===== src/hw/rtl/posit64_to_unsigned_int_defines.svh =====
// Assertion helpers shared by the converter RTL.
`ifndef POSIT64_TO_UNSIGNED_INT_DEFINES_SVH
`define POSIT64_TO_UNSIGNED_INT_DEFINES_SVH

// Same-cycle implication, checked on every clock edge out of reset.
`define P64U_ASSERT_NOW(lbl, ante, cons, msg) \
  lbl: assert property (@(posedge clk_i) disable iff (!rst_ni) (ante) |-> (cons)) \
    else $error(msg);

// Next-cycle implication, checked on every clock edge out of reset.
`define P64U_ASSERT_NEXT(lbl, ante, cons, msg) \
  lbl: assert property (@(posedge clk_i) disable iff (!rst_ni) (ante) |=> (cons)) \
    else $error(msg);

`endif


===== src/hw/rtl/p64u_pkg.sv =====
package p64u_pkg;

  localparam logic [63:0] HALF_WORD     = 64'h3800_0000_0000_0000;
  localparam logic [63:0] ONE_HALF_WORD = 64'h4400_0000_0000_0000;
  localparam logic [63:0] TWO_HALF_WORD = 64'h4A00_0000_0000_0000;
  localparam logic [63:0] MAX_FIT_WORD  = 64'h7FFF_BFFF_FFFF_FFFF;
  localparam logic [63:0] ALL_ONES      = 64'hFFFF_FFFF_FFFF_FFFF;

  // Regime bits examined after the leading regime one (bits 61 down to 47).
  localparam int unsigned REGIME_SCAN = 15;
  localparam logic [5:0]  FRAC_BITS   = 6'd60;

  typedef enum logic [2:0] {
    KIND_ZERO,
    KIND_ONE,
    KIND_TWO,
    KIND_MAX,
    KIND_NORM
  } p64u_kind_e;

  // Stage 1 -> stage 2: classification and regime run length.
  typedef struct packed {
    logic        valid;
    p64u_kind_e  kind;
    logic [3:0]  regime_len;
    logic [61:0] body;
  } s1_t;

  // Stage 2 -> stage 3: scale and significand with hidden bit.
  typedef struct packed {
    logic        valid;
    p64u_kind_e  kind;
    logic [5:0]  scale;
    logic [60:0] sig;
  } s2_t;

endpackage


===== src/hw/rtl/p64u_classify.sv =====
module p64u_classify (
  input  logic          clk_i,
  input  logic          rst_ni,
  input  logic          valid_i,
  input  logic [63:0]   posit_bits_i,
  output p64u_pkg::s1_t s1_o
);
  import p64u_pkg::*;

  p64u_kind_e kind_d;
  logic [3:0] run_len_d;
  logic       valid_q;
  p64u_kind_e kind_q;
  logic [3:0] run_len_q;
  logic [61:0] body_q;

  always_comb begin
    priority if (posit_bits_i[63]) begin
      kind_d = KIND_ZERO;
    end else if (posit_bits_i <= HALF_WORD) begin
      kind_d = KIND_ZERO;
    end else if (posit_bits_i < ONE_HALF_WORD) begin
      kind_d = KIND_ONE;
    end else if (posit_bits_i <= TWO_HALF_WORD) begin
      kind_d = KIND_TWO;
    end else if (posit_bits_i > MAX_FIT_WORD) begin
      kind_d = KIND_MAX;
    end else begin
      kind_d = KIND_NORM;
    end
  end

  // Leading-ones count below the first regime bit; the first zero wins.
  always_comb begin
    run_len_d = 4'(REGIME_SCAN);
    for (int i = REGIME_SCAN - 1; i >= 0; i--) begin
      if (!posit_bits_i[61 - i]) begin
        run_len_d = 4'(i);
      end
    end
  end

  always_ff @(posedge clk_i or negedge rst_ni) begin
    if (!rst_ni) begin
      valid_q <= 1'b0;
    end else begin
      valid_q <= valid_i;
    end
  end

  always_ff @(posedge clk_i) begin
    kind_q    <= kind_d;
    run_len_q <= run_len_d;
    body_q    <= posit_bits_i[61:0];
  end

  assign s1_o = '{valid: valid_q, kind: kind_q, regime_len: run_len_q, body: body_q};

endmodule


===== src/hw/rtl/p64u_align.sv =====
`include "posit64_to_unsigned_int_defines.svh"

module p64u_align (
  input  logic          clk_i,
  input  logic          rst_ni,
  input  p64u_pkg::s1_t s1_i,
  output p64u_pkg::s2_t s2_o
);
  import p64u_pkg::*;

  logic [4:0]  shamt;
  logic [61:0] shifted;
  logic [5:0]  scale_d;
  logic        valid_q;
  p64u_kind_e  kind_q;
  logic [5:0]  scale_q;
  logic [60:0] sig_q;

  // Drop the regime run and its terminating bit; exponent lands on top.
  assign shamt   = {1'b0, s1_i.regime_len} + 5'd1;
  assign shifted = s1_i.body << shamt;
  assign scale_d = {s1_i.regime_len, 2'b00} + {4'b0000, shifted[61:60]};

  always_ff @(posedge clk_i or negedge rst_ni) begin
    if (!rst_ni) begin
      valid_q <= 1'b0;
    end else begin
      valid_q <= s1_i.valid;
    end
  end

  always_ff @(posedge clk_i) begin
    kind_q  <= s1_i.kind;
    scale_q <= scale_d;
    sig_q   <= {1'b1, shifted[59:0]};
  end

  assign s2_o = '{valid: valid_q, kind: kind_q, scale: scale_q, sig: sig_q};

  `P64U_ASSERT_NOW(a_norm_scale_nonzero, valid_q && kind_q == KIND_NORM,
    scale_q != 6'd0, "normal-path scale is zero")

endmodule


===== src/hw/rtl/p64u_round.sv =====
module p64u_round (
  input  logic          clk_i,
  input  logic          rst_ni,
  input  p64u_pkg::s2_t s2_i,
  output logic          valid_o,
  output logic [63:0]   value_o
);
  import p64u_pkg::*;

  logic        left;
  logic [1:0]  lsh;
  logic [5:0]  sh;
  logic [5:0]  sh_m1;
  logic [60:0] res;
  logic [60:0] rnd_vec;
  logic [60:0] lo_mask;
  logic        rnd;
  logic        sticky;
  logic [63:0] mag_d;
  logic        inc_d;

  logic        s3_valid_q;
  p64u_kind_e  s3_kind_q;
  logic [63:0] s3_mag_q;
  logic        s3_inc_q;

  logic [63:0] value_d;
  logic        out_valid_q;
  logic [63:0] out_value_q;

  // Scale above 60 shifts left exactly; otherwise shift right and round.
  assign left    = s2_i.scale > FRAC_BITS;
  assign lsh     = 2'(s2_i.scale - FRAC_BITS);
  assign sh      = FRAC_BITS - s2_i.scale;
  assign sh_m1   = sh - 6'd1;
  assign res     = s2_i.sig >> sh;
  assign rnd_vec = s2_i.sig >> sh_m1;
  assign lo_mask = ~({61{1'b1}} << sh_m1);
  assign rnd     = (sh != 6'd0) && rnd_vec[0];
  assign sticky  = (sh > 6'd1) && ((s2_i.sig & lo_mask) != '0);

  always_comb begin
    if (left) begin
      mag_d = {3'b000, s2_i.sig} << lsh;
      inc_d = 1'b0;
    end else begin
      mag_d = {3'b000, res};
      inc_d = rnd && (res[0] || sticky);
    end
  end

  always_ff @(posedge clk_i or negedge rst_ni) begin
    if (!rst_ni) begin
      s3_valid_q  <= 1'b0;
      out_valid_q <= 1'b0;
    end else begin
      s3_valid_q  <= s2_i.valid;
      out_valid_q <= s3_valid_q;
    end
  end

  always_ff @(posedge clk_i) begin
    s3_kind_q <= s2_i.kind;
    s3_mag_q  <= mag_d;
    s3_inc_q  <= inc_d;
  end

  always_comb begin
    unique case (s3_kind_q)
      KIND_ZERO: value_d = '0;
      KIND_ONE:  value_d = 64'd1;
      KIND_TWO:  value_d = 64'd2;
      KIND_MAX:  value_d = ALL_ONES;
      KIND_NORM: value_d = s3_mag_q + {63'd0, s3_inc_q};
      default:   value_d = '0;
    endcase
  end

  always_ff @(posedge clk_i) begin
    out_value_q <= value_d;
  end

  assign valid_o = out_valid_q;
  assign value_o = out_value_q;

endmodule


===== src/hw/rtl/posit64_to_unsigned_int.sv =====
// Posit (64-bit, two exponent bits) to unsigned 64-bit integer, round to
// nearest even. Four-stage pipeline: a word given with start appears on
// integer_value_o, marked by a one-cycle valid_o, and a new word may be
// given every cycle. busy stays low, so every start is a transfer. The
// stages are classify/regime count, regime strip, shift/round-bit
// extraction and increment. There is no output hold: the receiver must
// take each result in the cycle valid_o is high.
// Negative words and NaR give 0; words above the largest representable
// integer saturate to all ones.
`include "posit64_to_unsigned_int_defines.svh"

module posit64_to_unsigned_int (
  input  logic        clk_i,
  input  logic        rst_ni,
  input  logic        start,
  output logic        busy,
  input  logic [63:0] posit_bits_i,
  output logic        valid_o,
  output logic [63:0] integer_value_o
);
  import p64u_pkg::*;

  s1_t s1;
  s2_t s2;

  assign busy = 1'b0;

  p64u_classify u_classify (
    .clk_i        (clk_i),
    .rst_ni       (rst_ni),
    .valid_i      (start),
    .posit_bits_i (posit_bits_i),
    .s1_o         (s1)
  );

  p64u_align u_align (
    .clk_i  (clk_i),
    .rst_ni (rst_ni),
    .s1_i   (s1),
    .s2_o   (s2)
  );

  p64u_round u_round (
    .clk_i   (clk_i),
    .rst_ni  (rst_ni),
    .s2_i    (s2),
    .valid_o (valid_o),
    .value_o (integer_value_o)
  );

  `P64U_ASSERT_NEXT(a_latency, start && !busy, ##3 valid_o, "result strobe missing")
  `P64U_ASSERT_NOW(a_neg_zero, valid_o && $past(posit_bits_i[63], 4),
    integer_value_o == '0, "negative input gave nonzero result")
  `P64U_ASSERT_NOW(a_saturate, valid_o && !$past(posit_bits_i[63], 4) && $past(posit_bits_i, 4) > MAX_FIT_WORD,
    integer_value_o == ALL_ONES, "large input did not saturate")

endmodule


===== config.mk =====
export PLATFORM = sky130hd
export DESIGN_NAME = posit64_to_unsigned_int
export DESIGN_NICKNAME = d
export VERILOG_FILES = /design/src/hw/rtl/p64u_pkg.sv /design/src/hw/rtl/p64u_classify.sv /design/src/hw/rtl/p64u_align.sv /design/src/hw/rtl/p64u_round.sv /design/src/hw/rtl/posit64_to_unsigned_int.sv
export VERILOG_INCLUDE_DIRS = /design/src /design/src/hw/rtl
export SDC_FILE = /design/constraint.sdc
export NUM_CORES = 1
export LEC_CHECK = 0
export ABC_AREA = 1
export BUFFER_PORTS_ARGS = -buffer_cell sky130_fd_sc_hd__buf_2
export CAP_MARGIN = 20
export CORE_UTILIZATION = 32
export CTS_BUF_LIST = sky130_fd_sc_hd__clkbuf_8
export DETAILED_ROUTE_END_ITERATION = 7
export SYNTH_ARGS = -nofsm -noshare
export SYNTH_HDL_FRONTEND = slang
export SYNTH_SLANG_ARGS = --single-unit

===== constraint.sdc =====
create_clock -name clk_i -period 5.4 [get_ports clk_i]
set_input_delay 0.27 -clock clk_i [delete_from_list [all_inputs] [get_ports clk_i]]
set_output_delay 0.27 -clock clk_i [all_outputs]
set_load 0.01 [all_outputs]

==> impl_summary.txt, run 1 <==
----------------------------------------------------
[Status]
  Run status ... finished with violations
  Failing checks ... design-rule violations

[STA]
  Worst-margin pin slew ... 1.110 ns
  Worst setup margin ... roughly 1.5 ns
  Headroom to the max-slew limit ... around a quarter
  Final critical delay including setup and external delays ... between 3 and 4 ns
  Clock tree skew after final layout ... about 0.029 ns
  Count of pins over their slew limit ... 0
  Part of the cycle the worst path needs ... 72.00%
  Final hold violations ... 0
  Setup repair after global routing missed its margin ... no
  Setup total negative slack ... 0 ns
  Fmax ... 257.2 MHz
  Final setup viols ... 0

[Power and ir drop]
  Power per Cell Area ... 368.8 nW/um^2
  Peak supply drop ... about 0.19 mV
  Leakage ... 8.801 nW

[Clock tree]
  Num CTS Buffers ... 47
  TritonCTS clock tree ... yes
  Clock latency reported for the late side of the worst-skew pair ... just over 0.6 ns
  Post-CTS setup buffer count ... 0
  Number of buffers on the longest clock path ... 3
  H-tree lvl count ... 2
  Clock Root Buffer ... sky130_fd_sc_hd__clkbuf_8
  Post-CTS clock slew at the launch and capture registers of the worst setup and hold paths ... roughly 0.07 ns
  Number of sinks handled by clock tree synthesis ... 274

[Logic synthesis]
  EDFF count, synth ... 0
  Post-synthesis net count ... around 2900
  Basic-gate share of the synthesized area counting and, or, nand and nor cells ... 33.14%
  Proportion of synthesized area in mux cells ... 4.568%
  Number of instances in the synthesized netlist ... 2776
  Post-synthesis share of cell area spent on xor and xnor gates ... less than 1%
  Share of the synthesized area in the top cell type ... 31.23%
  Ranking of synthesized cells by instance count ... 811 x sky130_fd_sc_hd__nand2_1, 391 x sky130_fd_sc_hd__o21ai_0, 270 x sky130_fd_sc_hd__dfxtp_1
  Async S/R FF share, synth ... approximately 1.5%
  Number of storage elements in the synthesis netlist ... around 270
  Area contributors post-synth ... sky130_fd_sc_hd__dfxtp_1 31%, sky130_fd_sc_hd__nand2_1 18%, sky130_fd_sc_hd__o21ai_0 11%
  Main combinational cell family by area after synthesis ... simple AND/OR/NAND/NOR gates
  Yosys cell types ... 51
  Sequential share of the synthesized area ... a little under a third
  Avg Inst Size Synth ... 6.235 um^2
  Synth Area in Compound Gates ... 20.74%
  Synth area leader ... sky130_fd_sc_hd__dfxtp_1
  Adder-cell area share of the yosys netlist ... 0.7229%
  Most common cell in the synthesized netlist ... sky130_fd_sc_hd__nand2_1
  Count of warnings emitted by yosys ... 0
  Dominant register cell in the synthesized netlist ... sky130_fd_sc_hd__dfxtp_1
  Combined area of all synthesized cells ... 17310 um^2

[Setup path]
  WP data required ... 5.87 ns
  Endpoint class of the critical path ... flip-flop
  CP cell instances ... inv_2, ha_1, inv_1, ha_1, clkinv_1, nand4_1, nand2_1, nand2_1, buf_4, nand3_1, nand2_1, nand2_1, nor2_1, nand2_1, nor2_1, nand2_1, o21ai_1, a21oi_1
  Critical-path cell with the highest stage delay ... sky130_fd_sc_hd__nand2_1
  Setup slack of the worst register-to-register path ... 1.51 ns
  Crit path launch ... u_align.scale_q[0]
  Startpoint of the lowest-slack register-to-register path ... u_align.scale_q[0]
  Critical path's most frequent cell ... sky130_fd_sc_hd__nand2_1
  Biggest cell delay along the critical path ... 0.83 ns
  Worst-case reg-to-reg path depth ... 18
  Worst setup path endpoint ... u_round.s3_inc_q
  Critical path class ... reg -> reg
  CP arrival ... 4.36 ns
  Endpoint of the most critical register-to-register path ... u_round.s3_inc_q
  Crit start category ... flip-flop
  Maximum fanout encountered on the critical timing path ... 31

[Global routing]
  Global route overflow ... 0
  Initial antenna violation count ... 0
  Via count of the first global-routing pass ... between 15000 and 20000
  First-pass GRT wire length ... 100900 um
  Largest net degree at the start of global routing ... 116
  Global routing usage summed across all routing layers ... 23.89%

[Detailed routing]
  Detailed-router iteration count before antenna repair ... 8
  Number of remaining DRC errors ... 1
  Vias per inst ... 5.280
  Antenna-violating nets left ... 0
  Number of DRC markers in iteration 0 ... 1738
  Routed wire per std cell ... 18.51 um
  Via count ... 19060
  Final routed wirelength across all metal layers ... ~67000 um

[Cells and area]
  Share of post-route cells with drive strength above 1 ... 9.377%
  Area growth syn-to-layout ... 16.17%
  Final layout net count ... 2966
  ANT cells ... 0
  Area occupied by multi-input gates ... 10390 um^2
  Register area ... roughly 5500 um^2
  Number of inserted filler cells in the final layout ... just under 6000

[Hold path]
  Hold/Removal Path Class ... in -> reg
  Count of cells along the worst hold path ... 5

[Die]
  Floorplan die area ... ~55000 um^2
  Floorplan row count ... 84
  I/O pins ... ~130
  Starting utilization of the core area ... 32.68%
  Die height ... 234.6 um
  Die width ... around 230 um
  Floorplan Core Area ... 52970 um^2

[Placement]
  Number of port buffers ... 131
  DP Worst Slack ... ~1.6 ns
  Routability-driven placement congestion ratio ... 0.9889
  HPWL after detailed placement ... around 53000 um

[Job]
  Count of max-cap constraint violations ... 0

----------------------------------------------------
==> cell families after synthesis <==
| family | Yosys count |
|---|---|
| AO/OA/AOI/OAI | 644 |
| XOR/XNOR | 10 |
| adder cells (fa/ha/maj) | 10 |
| buffers and inverters | 375 |
| flip-flops | 274 |
| multiplexers | 79 |
| other | 1 |
| AND/OR/NAND/NOR | 1383 |
==> timing repair <==
action                                  in CTS  in global routing
hold buffers                                66                  0
endpoints found under the hold margin       72                  0
gates resized for setup                      0                  0
endpoints found under the setup margin       0                  0
==> cell type report <==
class | instances | share of cell area, %
repair buffers | 230 | 7.778
inverters | 209 | 3.901
well taps | 688 | 4.281
clock buffers | 61 | 4.175
multi-input cells | 2127 | 51.65
flip-flops and latches | 274 | 27.40
clock inverters | 21 | 0.8089
==> worst max-delay path: cells and delay by family (launching register included) <==
kind / cells / cell delay [ns]
fa+ha+maj: 2 / 0.67
buf+inv: 4 / 0.82
flops: 1 / 0.35
simple gates: 10 / 1.70
compound gates: 2 / 0.20
==> where the power goes <==
group	internal, W	leakage (nW)	switching [W]
registers	0.00222	2.28	0.000236
clock network	0.00115	0.571	0.000817
logic	0.000842	5.95	0.00215
==> layout by cell type, fill, tap and decap left out, types with 9 or more instances in the layout <==
cell                              n
sky130_fd_sc_hd__o211ai_1        24
sky130_fd_sc_hd__a21oi_1         90
sky130_fd_sc_hd__buf_2          131
sky130_fd_sc_hd__o21ai_0        391
sky130_fd_sc_hd__a31oi_1         23
sky130_fd_sc_hd__nand3_1        163
sky130_fd_sc_hd__ha_1            10
sky130_fd_sc_hd__inv_1          218
sky130_fd_sc_hd__nor2_1         264
sky130_fd_sc_hd__or2_2           17
sky130_fd_sc_hd__nand4_1         25
sky130_fd_sc_hd__nand2_1        811
sky130_fd_sc_hd__o22ai_1         21
sky130_fd_sc_hd__nor4_1          25
sky130_fd_sc_hd__o31ai_1          9
sky130_fd_sc_hd__buf_4           33
sky130_fd_sc_hd__nor3_1          46
sky130_fd_sc_hd__o221ai_1        24
sky130_fd_sc_hd__a22oi_1         22
sky130_fd_sc_hd__o21bai_1         9
sky130_fd_sc_hd__o21ai_1         11
sky130_fd_sc_hd__dfxtp_1        268
sky130_fd_sc_hd__mux2i_1         79
sky130_fd_sc_hd__dlygate4sd3_1   66
sky130_fd_sc_hd__clkbuf_8        61
==> flip-flops by register name, indices dropped and copies added, names as in the netlist <==
signal and count:
u_round.s3_kind_q 3, u_align.scale_q 6, u_align.kind_q 3, u_round.value_o 64, u_classify.valid_q 1, u_classify.body_q 62
u_classify.run_len_q 4, u_align.valid_q 1, u_round.s3_valid_q 1, u_round.s3_inc_q 1, u_align.sig_q 60, u_round.valid_o 1
u_classify.kind_q 3, u_round.s3_mag_q 64
==> worst min-delay path by stage <==
stage,startpoint,end,slack (ns)
floorplan,rst_ni,u_align.valid_q,-0.03
global placement,rst_ni,u_round.valid_o,0.08
detailed placement,rst_ni,u_round.valid_o,0.08
CTS,posit_bits_i[62],u_classify.kind_q[0],0.12
global route,posit_bits_i[62],u_classify.kind_q[0],0.20
finish,posit_bits_i[62],u_classify.kind_q[0],0.15
==> per-stage QoR <==
| stage | cell area (um^2) | hold slack (ns) | std cells | power, W | utilization, % |
|---|---|---|---|---|---|
| after floorplan | 17310 | -0.02559 | 2776 | 0.004317 | - |
| after global placement | 18450 | 0.07580 | 3462 | 0.005379 | 34.82 |
| after detailed placement | 18450 | 0.08015 | 3462 | 0.005351 | 34.82 |
| after CTS | 20110 | 0.1225 | 3610 | 0.007367 | 37.96 |
| after global routing | 20110 | 0.2037 | 3610 | 0.007844 | 37.96 |
| final | 20110 | 0.1504 | 3610 | 0.007416 | 37.96 |
==> routing by layer <==
layer  track usage, %  wire, um  vias up
li1                 -         -     9511
met1            29.38     28500     8544
met2            39.68     30440      801
met3            3.125      3809      206
met4            14.27      4077        0
met5                0         0        -
(Power assumes the default switching activity.)
==> inputs of run 2 (changes only) <==
- clock period: 5.4 -> 3.6 ns (I/O delays scaled with it)
==> impl_summary.txt, run 2 (synthesized netlist as in run 1, its figures left out) <==
----------------------------------------------------
[Hold path]
  Startpoint of the lowest-slack hold path ... posit_bits_i[62] (unchanged)
  Hold/Removal Path Class ... in -> reg (unchanged)

[Clock tree]
  TritonCTS clock tree ... yes (unchanged)
  H-tree lvl count ... 2 (unchanged)
  Clock Root Buffer ... sky130_fd_sc_hd__clkbuf_8 (unchanged)
  Number of buffers on the longest clock path ... 3 (unchanged)
  Post-CTS clock slew at the launch and capture registers of the worst setup and hold paths ... 0.07 ns (about the same)
  Number of sinks handled by clock tree synthesis ... 274 (unchanged)
  Clock latency reported for the late side of the worst-skew pair ... 0.61 ns (about the same)
  Num CTS Buffers ... 47 (unchanged)

[Detailed routing]
  Length of routed met3 wiring ... 3886 um (was 3809 um)
  Routed wire per std cell ... 18.34 um (was 18.51 um)
  Met2 WL ... 31090 um (was 30440 um)
  Antenna-violating nets left ... 0 (unchanged)
  Final routed wirelength across all metal layers ... 66670 um (was 66830 um)
  Detailed-router iteration count before antenna repair ... 6 (was 8)
  Number of DRC markers in iteration 0 ... 1691 (was 1738)
  Total routed wire length on the met1 layer ... 28590 um (was 28500 um)
  Number of remaining DRC errors ... 0 (was 1)
  Vias per inst ... 5.254 (was 5.280)
  Highest metal layer used by the detailed router ... met4 (unchanged)
  Via count ... 19100 (was 19060)

[Die]
  Floorplan die area ... 55030 um^2 (unchanged)
  Die width ... 234.6 um (unchanged)
  Die height ... 234.6 um (unchanged)
  I/O pins ... 133 (unchanged)
  Floorplan row count ... 84 (unchanged)
  Starting utilization of the core area ... 32.68% (unchanged)
  Floorplan Core Area ... 52970 um^2 (unchanged)

[Cells and area]
  Number of inserted filler cells in the final layout ... 5879 (was 5865)
  Most used cells in the layout excluding fill and tap cells ... 810 x sky130_fd_sc_hd__nand2_1, 391 x sky130_fd_sc_hd__o21ai_0, 268 x sky130_fd_sc_hd__dfxtp_1 (was 811 x sky130_fd_sc_hd__nand2_1, 391 x sky130_fd_sc_hd__o21ai_0, 268 x sky130_fd_sc_hd__dfxtp_1)
  Final layout net count ... 2987 (was 2966)
  Final core utilization ... 38.52% (was 37.96%)
  Most common cell after layout, fill and taps aside ... sky130_fd_sc_hd__nand2_1 (unchanged)
  Share of post-route cells with drive strength above 1 ... 10.45% (was 9.377%)
  Area growth syn-to-layout ... 17.87% (was 16.17%)

[Global routing]
  Via count of the first global-routing pass ... 17750 (was 17640)
  Initial antenna violation count ... 0 (unchanged)
  Global route overflow ... 0 (unchanged)
  Global routing usage summed across all routing layers ... 24.10% (was 23.89%)
  Largest net degree at the start of global routing ... 81 (was 116)
  First-pass GRT wire length ... 101800 um (was 100900 um)

[Placement]
  HPWL after detailed placement ... 52610 um (was 52570 um)
  Number of port buffers ... 131 (unchanged)
  Routability-driven placement congestion ratio ... 0.9932 (was 0.9889)

[Setup path]
  Setup slack of the worst register-to-register path ... 0.18 ns (was 1.51 ns)
  Startpoint of the lowest-slack register-to-register path ... u_align.scale_q[1] (was u_align.scale_q[0])
  Endpoint of the most critical register-to-register path ... u_round.s3_inc_q (unchanged)
  Maximum fanout encountered on the critical timing path ... 32 (was 31)
  Critical path class ... reg -> reg (unchanged)
  Worst setup path endpoint ... u_round.s3_inc_q (unchanged)
  Crit start category ... flip-flop (unchanged)
  CP arrival ... 3.97 ns (was 4.36 ns)
  Endpoint class of the critical path ... flip-flop (unchanged)
  WP data required ... 4.15 ns (was 5.87 ns)
  Worst-case reg-to-reg path depth ... 13 (was 18)
  Crit path launch ... u_align.scale_q[1] (was u_align.scale_q[0])

[STA]
  Final setup viols ... 0 (unchanged)
  Worst-margin pin slew ... 0.8741 ns (was 1.110 ns)
  Setup repair after global routing missed its margin ... yes (was no)
  Fmax ... 292.0 MHz (was 257.2 MHz)
  Final hold violations ... 0 (unchanged)
  Headroom to the max-slew limit ... 41.11% (was 25.84%)
  Count of pins over their slew limit ... 0 (unchanged)
  Clock tree skew after final layout ... 0.01971 ns (was 0.02858 ns)
  Final critical delay including setup and external delays ... 3.425 ns (was 3.888 ns)
  Setup total negative slack ... 0 ns (unchanged)
  Final worst hold slack ... 0.1465 ns (was 0.1504 ns)
  Part of the cycle the worst path needs ... 95.13% (was 72.00%)

[Status]
  Run status ... finished, final reports clean (was finished with violations)

[Power and ir drop]
  Power per Cell Area ... 555.3 nW/um^2 (was 368.8 nW/um^2)
  Leakage ... 8.938 nW (was 8.801 nW)
  Peak supply drop ... 0.4213 mV (was 0.1927 mV)

[Job]
  Count of max-cap constraint violations ... 0 (unchanged)

----------------------------------------------------
-- run 2: changes by cell type in the layout (fill, tap and decap cells not counted), moves of 2 or more --
cell / before / now
sky130_fd_sc_hd__buf_12: 0 / 5
sky130_fd_sc_hd__buf_4: 33 / 49
sky130_fd_sc_hd__clkinv_2: 4 / 11
sky130_fd_sc_hd__diode_2: 0 / 2
sky130_fd_sc_hd__inv_1: 218 / 214
sky130_fd_sc_hd__nor2_1: 264 / 261
sky130_fd_sc_hd__nor2_2: 4 / 7
-- run 2: worst max-delay path, cell delays in order, from the launching register on --
cell and delay (ns):
sky130_fd_sc_hd__dfxtp_1 0.35, sky130_fd_sc_hd__inv_1 0.17, sky130_fd_sc_hd__ha_4 0.19, sky130_fd_sc_hd__inv_1 0.08
sky130_fd_sc_hd__ha_1 0.38, sky130_fd_sc_hd__clkinv_2 0.08, sky130_fd_sc_hd__buf_4 0.24, sky130_fd_sc_hd__o21ai_0 0.70
sky130_fd_sc_hd__nand2_1 0.09, sky130_fd_sc_hd__o21ai_0 0.16, sky130_fd_sc_hd__nand2_1 0.21, sky130_fd_sc_hd__nand3_1 0.17
sky130_fd_sc_hd__o221ai_1 0.31, sky130_fd_sc_hd__a21oi_1 0.23
-- run 2: power breakdown --
group,switching [W],internal (W),leakage (nW)
Clock,0.00130,0.00179,0.584
Combinational,0.00319,0.00135,6.07
Sequential,0.000358,0.00333,2.28
Total,0.00485,0.00648,8.94
-- run 2: layout make-up --
cell class / instances / area (um^2) / area share, %
clock buffer: 60 / 825.8 / 4.048
timing repair buffer: 251 / 1784 / 8.745
tap: 688 / 860.8 / 4.219
antenna: 2 / 5.005 / 0.02453
sequential: 274 / 5510 / 27.01
multi-input combinational: 2127 / 10410 / 51.04
inverter: 209 / 785.8 / 3.851
clock inverter: 25 / 216.5 / 1.061
-- run 2: how the worst min path moves through the flow --
stage	to	slack, ns	cells past startpoint
floorplan	u_align.valid_q	-0.12	0
finish	u_classify.kind_q[0]	0.15	5
detailed placement	u_round.valid_o	-0.008	1
CTS	u_classify.kind_q[0]	0.09	5
global route	u_classify.kind_q[0]	0.14	5
global placement	u_round.valid_o	-0.01	1
-- run 2: metal layers --
| layer | vias to the layer above | global-route usage [%] |
|---|---|---|
| li1 | 9559 | - |
| met1 | 8638 | 29.97 |
| met2 | 749 | 40.89 |
| met3 | 157 | 3.561 |
| met4 | 0 | 11.01 |
| met5 | - | 0 |
-- run 2: stage by stage --
stage / area (um^2) / total power, W / instances / setup slack, ns
6_report: 20400 / 0.01133 / 3636 / 0.1752
4_1_cts: 20380 / 0.01126 / 3634 / 0.2719
5_1_grt: 20400 / 0.01202 / 3634 / -0.001336
3_5_place_dp: 18680 / 0.008082 / 3483 / 0.2833
3_3_place_gp: 18680 / 0.008122 / 3483 / 0.3169
2_1_floorplan: 17370 / 0.006508 / 2776 / 0.003393
-- run 2: what timing repair did --
item,in CTS,in global routing
endpoints found under the setup margin,0,2
resized for setup,0,5
setup buffers,0,0
hold endpoints to repair,72,0
hold buffers,66,0
==> inputs of run 3 (changes only) <==
- REMOVE_ABC_BUFFERS: default -> 1
==> impl_summary.txt, run 3 (synthesized netlist as in run 1, its figures left out) <==
----------------------------------------------------
[Power and ir drop]
  Power per Cell Area ... 552.7 nW/um^2 (was 555.3 nW/um^2)
  Leakage ... 8.972 nW (was 8.938 nW)
  Total Power Consumption ... 0.01128 W (was 0.01133 W)
  Peak supply drop ... 0.3277 mV (was 0.4213 mV)

[Clock tree]
  Number of sinks handled by clock tree synthesis ... 274 (unchanged)
  Clock latency reported for the late side of the worst-skew pair ... 0.64 ns (was 0.61 ns)
  H-tree lvl count ... 2 (unchanged)
  TritonCTS clock tree ... yes (unchanged)
  Clock Root Buffer ... sky130_fd_sc_hd__clkbuf_8 (unchanged)
  Number of buffers on the longest clock path ... 3 (unchanged)
  Num CTS Buffers ... 47 (unchanged)
  Post-CTS clock slew at the launch and capture registers of the worst setup and hold paths ... 0.08 ns (was 0.07 ns)
  Post-CTS setup buffer count ... 0 (unchanged)

[Placement]
  Routability-driven placement congestion ratio ... 1.010 (was 0.9932)
  Instance count after placement with tap cells included ... 3493 (was 3483)
  Cell Area, Placed ... 18730 um^2 (was 18680 um^2)
  HPWL after detailed placement ... 52210 um (was 52610 um)
  Number of port buffers ... 131 (unchanged)
  DP Worst Slack ... 0.2155 ns (was 0.2833 ns)

[Setup path]
  Maximum fanout encountered on the critical timing path ... 8 (was 32)
  Crit start category ... flip-flop (unchanged)
  WP data required ... 4.08 ns (was 4.15 ns)
  Endpoint class of the critical path ... flip-flop (unchanged)
  Critical path class ... reg -> reg (unchanged)
  CP cell instances ... inv_2, ha_1, inv_1, ha_1, clkinv_1, ha_1, buf_4, nor2_1, inv_1, nor2_1, o21ai_0, nand2_1, nand2_1, nor2_1, nand2_1, nor2_1, nand2_1, o21ai_1, a21oi_1 (was inv_1, ha_4, inv_1, ha_1, clkinv_2, buf_4, o21ai_0, nand2_1, o21ai_0, nand2_1, nand3_1, o221ai_1, a21oi_1)
  Crit path launch ... u_align.scale_q[0] (was u_align.scale_q[1])
  Startpoint of the lowest-slack register-to-register path ... u_align.scale_q[0] (was u_align.scale_q[1])
  CP arrival ... 3.81 ns (was 3.97 ns)
  Critical-path cell with the highest stage delay ... sky130_fd_sc_hd__nor2_1 (was sky130_fd_sc_hd__o21ai_0)
  Biggest cell delay along the critical path ... 0.38 ns (was 0.70 ns)

[Die]
  Starting utilization of the core area ... 32.68% (unchanged)
  Floorplan Core Area ... 52970 um^2 (unchanged)
  Die width ... 234.6 um (unchanged)
  I/O pins ... 133 (unchanged)
  Floorplan row count ... 84 (unchanged)
  Die height ... 234.6 um (unchanged)
  Floorplan die area ... 55030 um^2 (unchanged)

[Job]
  Count of max-cap constraint violations ... 0 (unchanged)

[Global routing]
  Global route overflow ... 0 (unchanged)
  Global routing usage summed across all routing layers ... 23.98% (was 24.10%)
  Met2 track demand over resource in global routing ... 40.05% (was 40.89%)
  Initial antenna violation count ... 0 (unchanged)
  Met1 Use GR ... 30.73% (was 29.97%)
  Via count of the first global-routing pass ... 17580 (was 17750)
  Largest net degree at the start of global routing ... 116 (was 81)
  First-pass GRT wire length ... 101500 um (was 101800 um)
  GRT busiest layer ... met2 (unchanged)
  Global routing met3 resource utilization ... 2.810% (was 3.561%)

[Cells and area]
  Final layout net count ... 2997 (was 2987)
  ANT cells ... 0 (was 2)
  Share of post-route cells with drive strength above 1 ... 10.45% (about the same)
  Area of all placed cells without fillers ... 20420 um^2 (was 20400 um^2)
  Most common cell after layout, fill and taps aside ... sky130_fd_sc_hd__nand2_1 (unchanged)
  Final standard cell count with taps included and fillers excluded ... 3644 (was 3636)
  Area growth syn-to-layout ... 17.95% (was 17.87%)
  Most used cells in the layout excluding fill and tap cells ... 811 x sky130_fd_sc_hd__nand2_1, 391 x sky130_fd_sc_hd__o21ai_0, 268 x sky130_fd_sc_hd__dfxtp_1 (was 810 x sky130_fd_sc_hd__nand2_1, 391 x sky130_fd_sc_hd__o21ai_0, 268 x sky130_fd_sc_hd__dfxtp_1)
  Number of inserted filler cells in the final layout ... 5871 (was 5879)

[Detailed routing]
  Detailed-router iteration count before antenna repair ... 6 (unchanged)
  Via count ... 19040 (was 19100)
  Vias per inst ... 5.225 (was 5.254)
  Number of DRC markers in iteration 0 ... 1725 (was 1691)
  Final routed wirelength across all metal layers ... 66400 um (was 66670 um)
  Number of remaining DRC errors ... 0 (unchanged)
  Routed wire per std cell ... 18.22 um (was 18.34 um)
  Antenna-violating nets left ... 0 (unchanged)

[STA]
  Final critical delay including setup and external delays ... 3.325 ns (was 3.425 ns)
  Fmax ... 300.8 MHz (was 292.0 MHz)
  Part of the cycle the worst path needs ... 92.35% (was 95.13%)
  Headroom to the max-slew limit ... 33.91% (was 41.11%)
  Final setup viols ... 0 (unchanged)
  Final worst hold slack ... 0.1962 ns (was 0.1465 ns)
  Worst setup margin ... 0.2752 ns (was 0.1752 ns)
  Worst-margin pin slew ... 0.9914 ns (was 0.8741 ns)
  Final hold violations ... 0 (unchanged)
  Clock tree skew after final layout ... 0.05783 ns (was 0.01971 ns)
  Setup repair after global routing missed its margin ... no (was yes)
  Count of pins over their slew limit ... 0 (unchanged)

[Status]
  Run status ... finished, final reports clean (unchanged)

[Hold path]
  Startpoint of the lowest-slack hold path ... posit_bits_i[22] (was posit_bits_i[62])
  Hold/Removal Path Class ... in -> reg (unchanged)

----------------------------------------------------
## run 3: cell types whose count changed in the layout (fill, tap and decap cells not counted), sizes merged
cell      delta
clkinvlp     +3
clkinv       -4
diode        -2
clkbuf       -2
inv          +3
buf         +10
## run 3: worst max-delay path: cells and delay by family, from the launching register on
kind / cells / cell delay, ns
adder cells (fa/ha/maj): 3 / 0.93
buffers and inverters: 5 / 0.51
AO/OA/AOI/OAI: 3 / 0.48
flip-flops: 1 / 0.34
AND/OR/NAND/NOR: 8 / 0.93
## run 3: cell type report
type | count | area (um^2) | area share (%)
multi-input cells | 2127 | 10390 | 50.89
flip-flops and latches | 274 | 5510 | 26.99
repair buffers | 261 | 1847 | 9.046
well taps | 688 | 860.8 | 4.216
clock buffers | 58 | 798.3 | 3.910
inverters | 209 | 784.5 | 3.843
clock inverters | 27 | 226.5 | 1.109
## run 3: final timing paths
check | to | slack [ns] | cells past startpoint
max in group asynchronous | u_round.valid_o | 2.99 | 3
hold reg to reg | u_align.kind_q[2] | 0.33 | 0
min in group asynchronous | u_align.valid_q | 0.45 | 3
hold / removal | u_classify.body_q[22] | 0.20 | 2
setup reg to reg | u_round.s3_inc_q | 0.28 | 19
setup / recovery | u_round.s3_inc_q | 0.28 | 19
## run 3: where the power goes
part	leakage [nW]	internal, W	total, W	switching (W)
clock network	0.571	0.00174	0.00306	0.00132
registers	2.28	0.00333	0.00368	0.000341
logic	6.12	0.00138	0.00455	0.00316
total	8.97	0.00646	0.0113	0.00482
## run 3: metal layers
| layer | vias to the layer above | wire, um |
|---|---|---|
| met5 | - | 0 |
| met4 | 0 | 3058 |
| met2 | 724 | 30700 |
| li1 | 9573 | - |
| met3 | 160 | 3814 |
| met1 | 8583 | 28830 |
## run 3: timing repair
action                                 in CTS  in global routing
setup endpoints to repair                   0                  1
hold buffers                               66                  0
endpoints found under the hold margin      72                  0
resized for setup                           0                  1
## run 3: per-stage QoR
stage	setup TNS (ns)	utilization, %
finish	0	38.54
global route	0	38.54
CTS	0	38.53
detailed placement	0	35.35
global placement	0	35.35
floorplan	-343.84	-
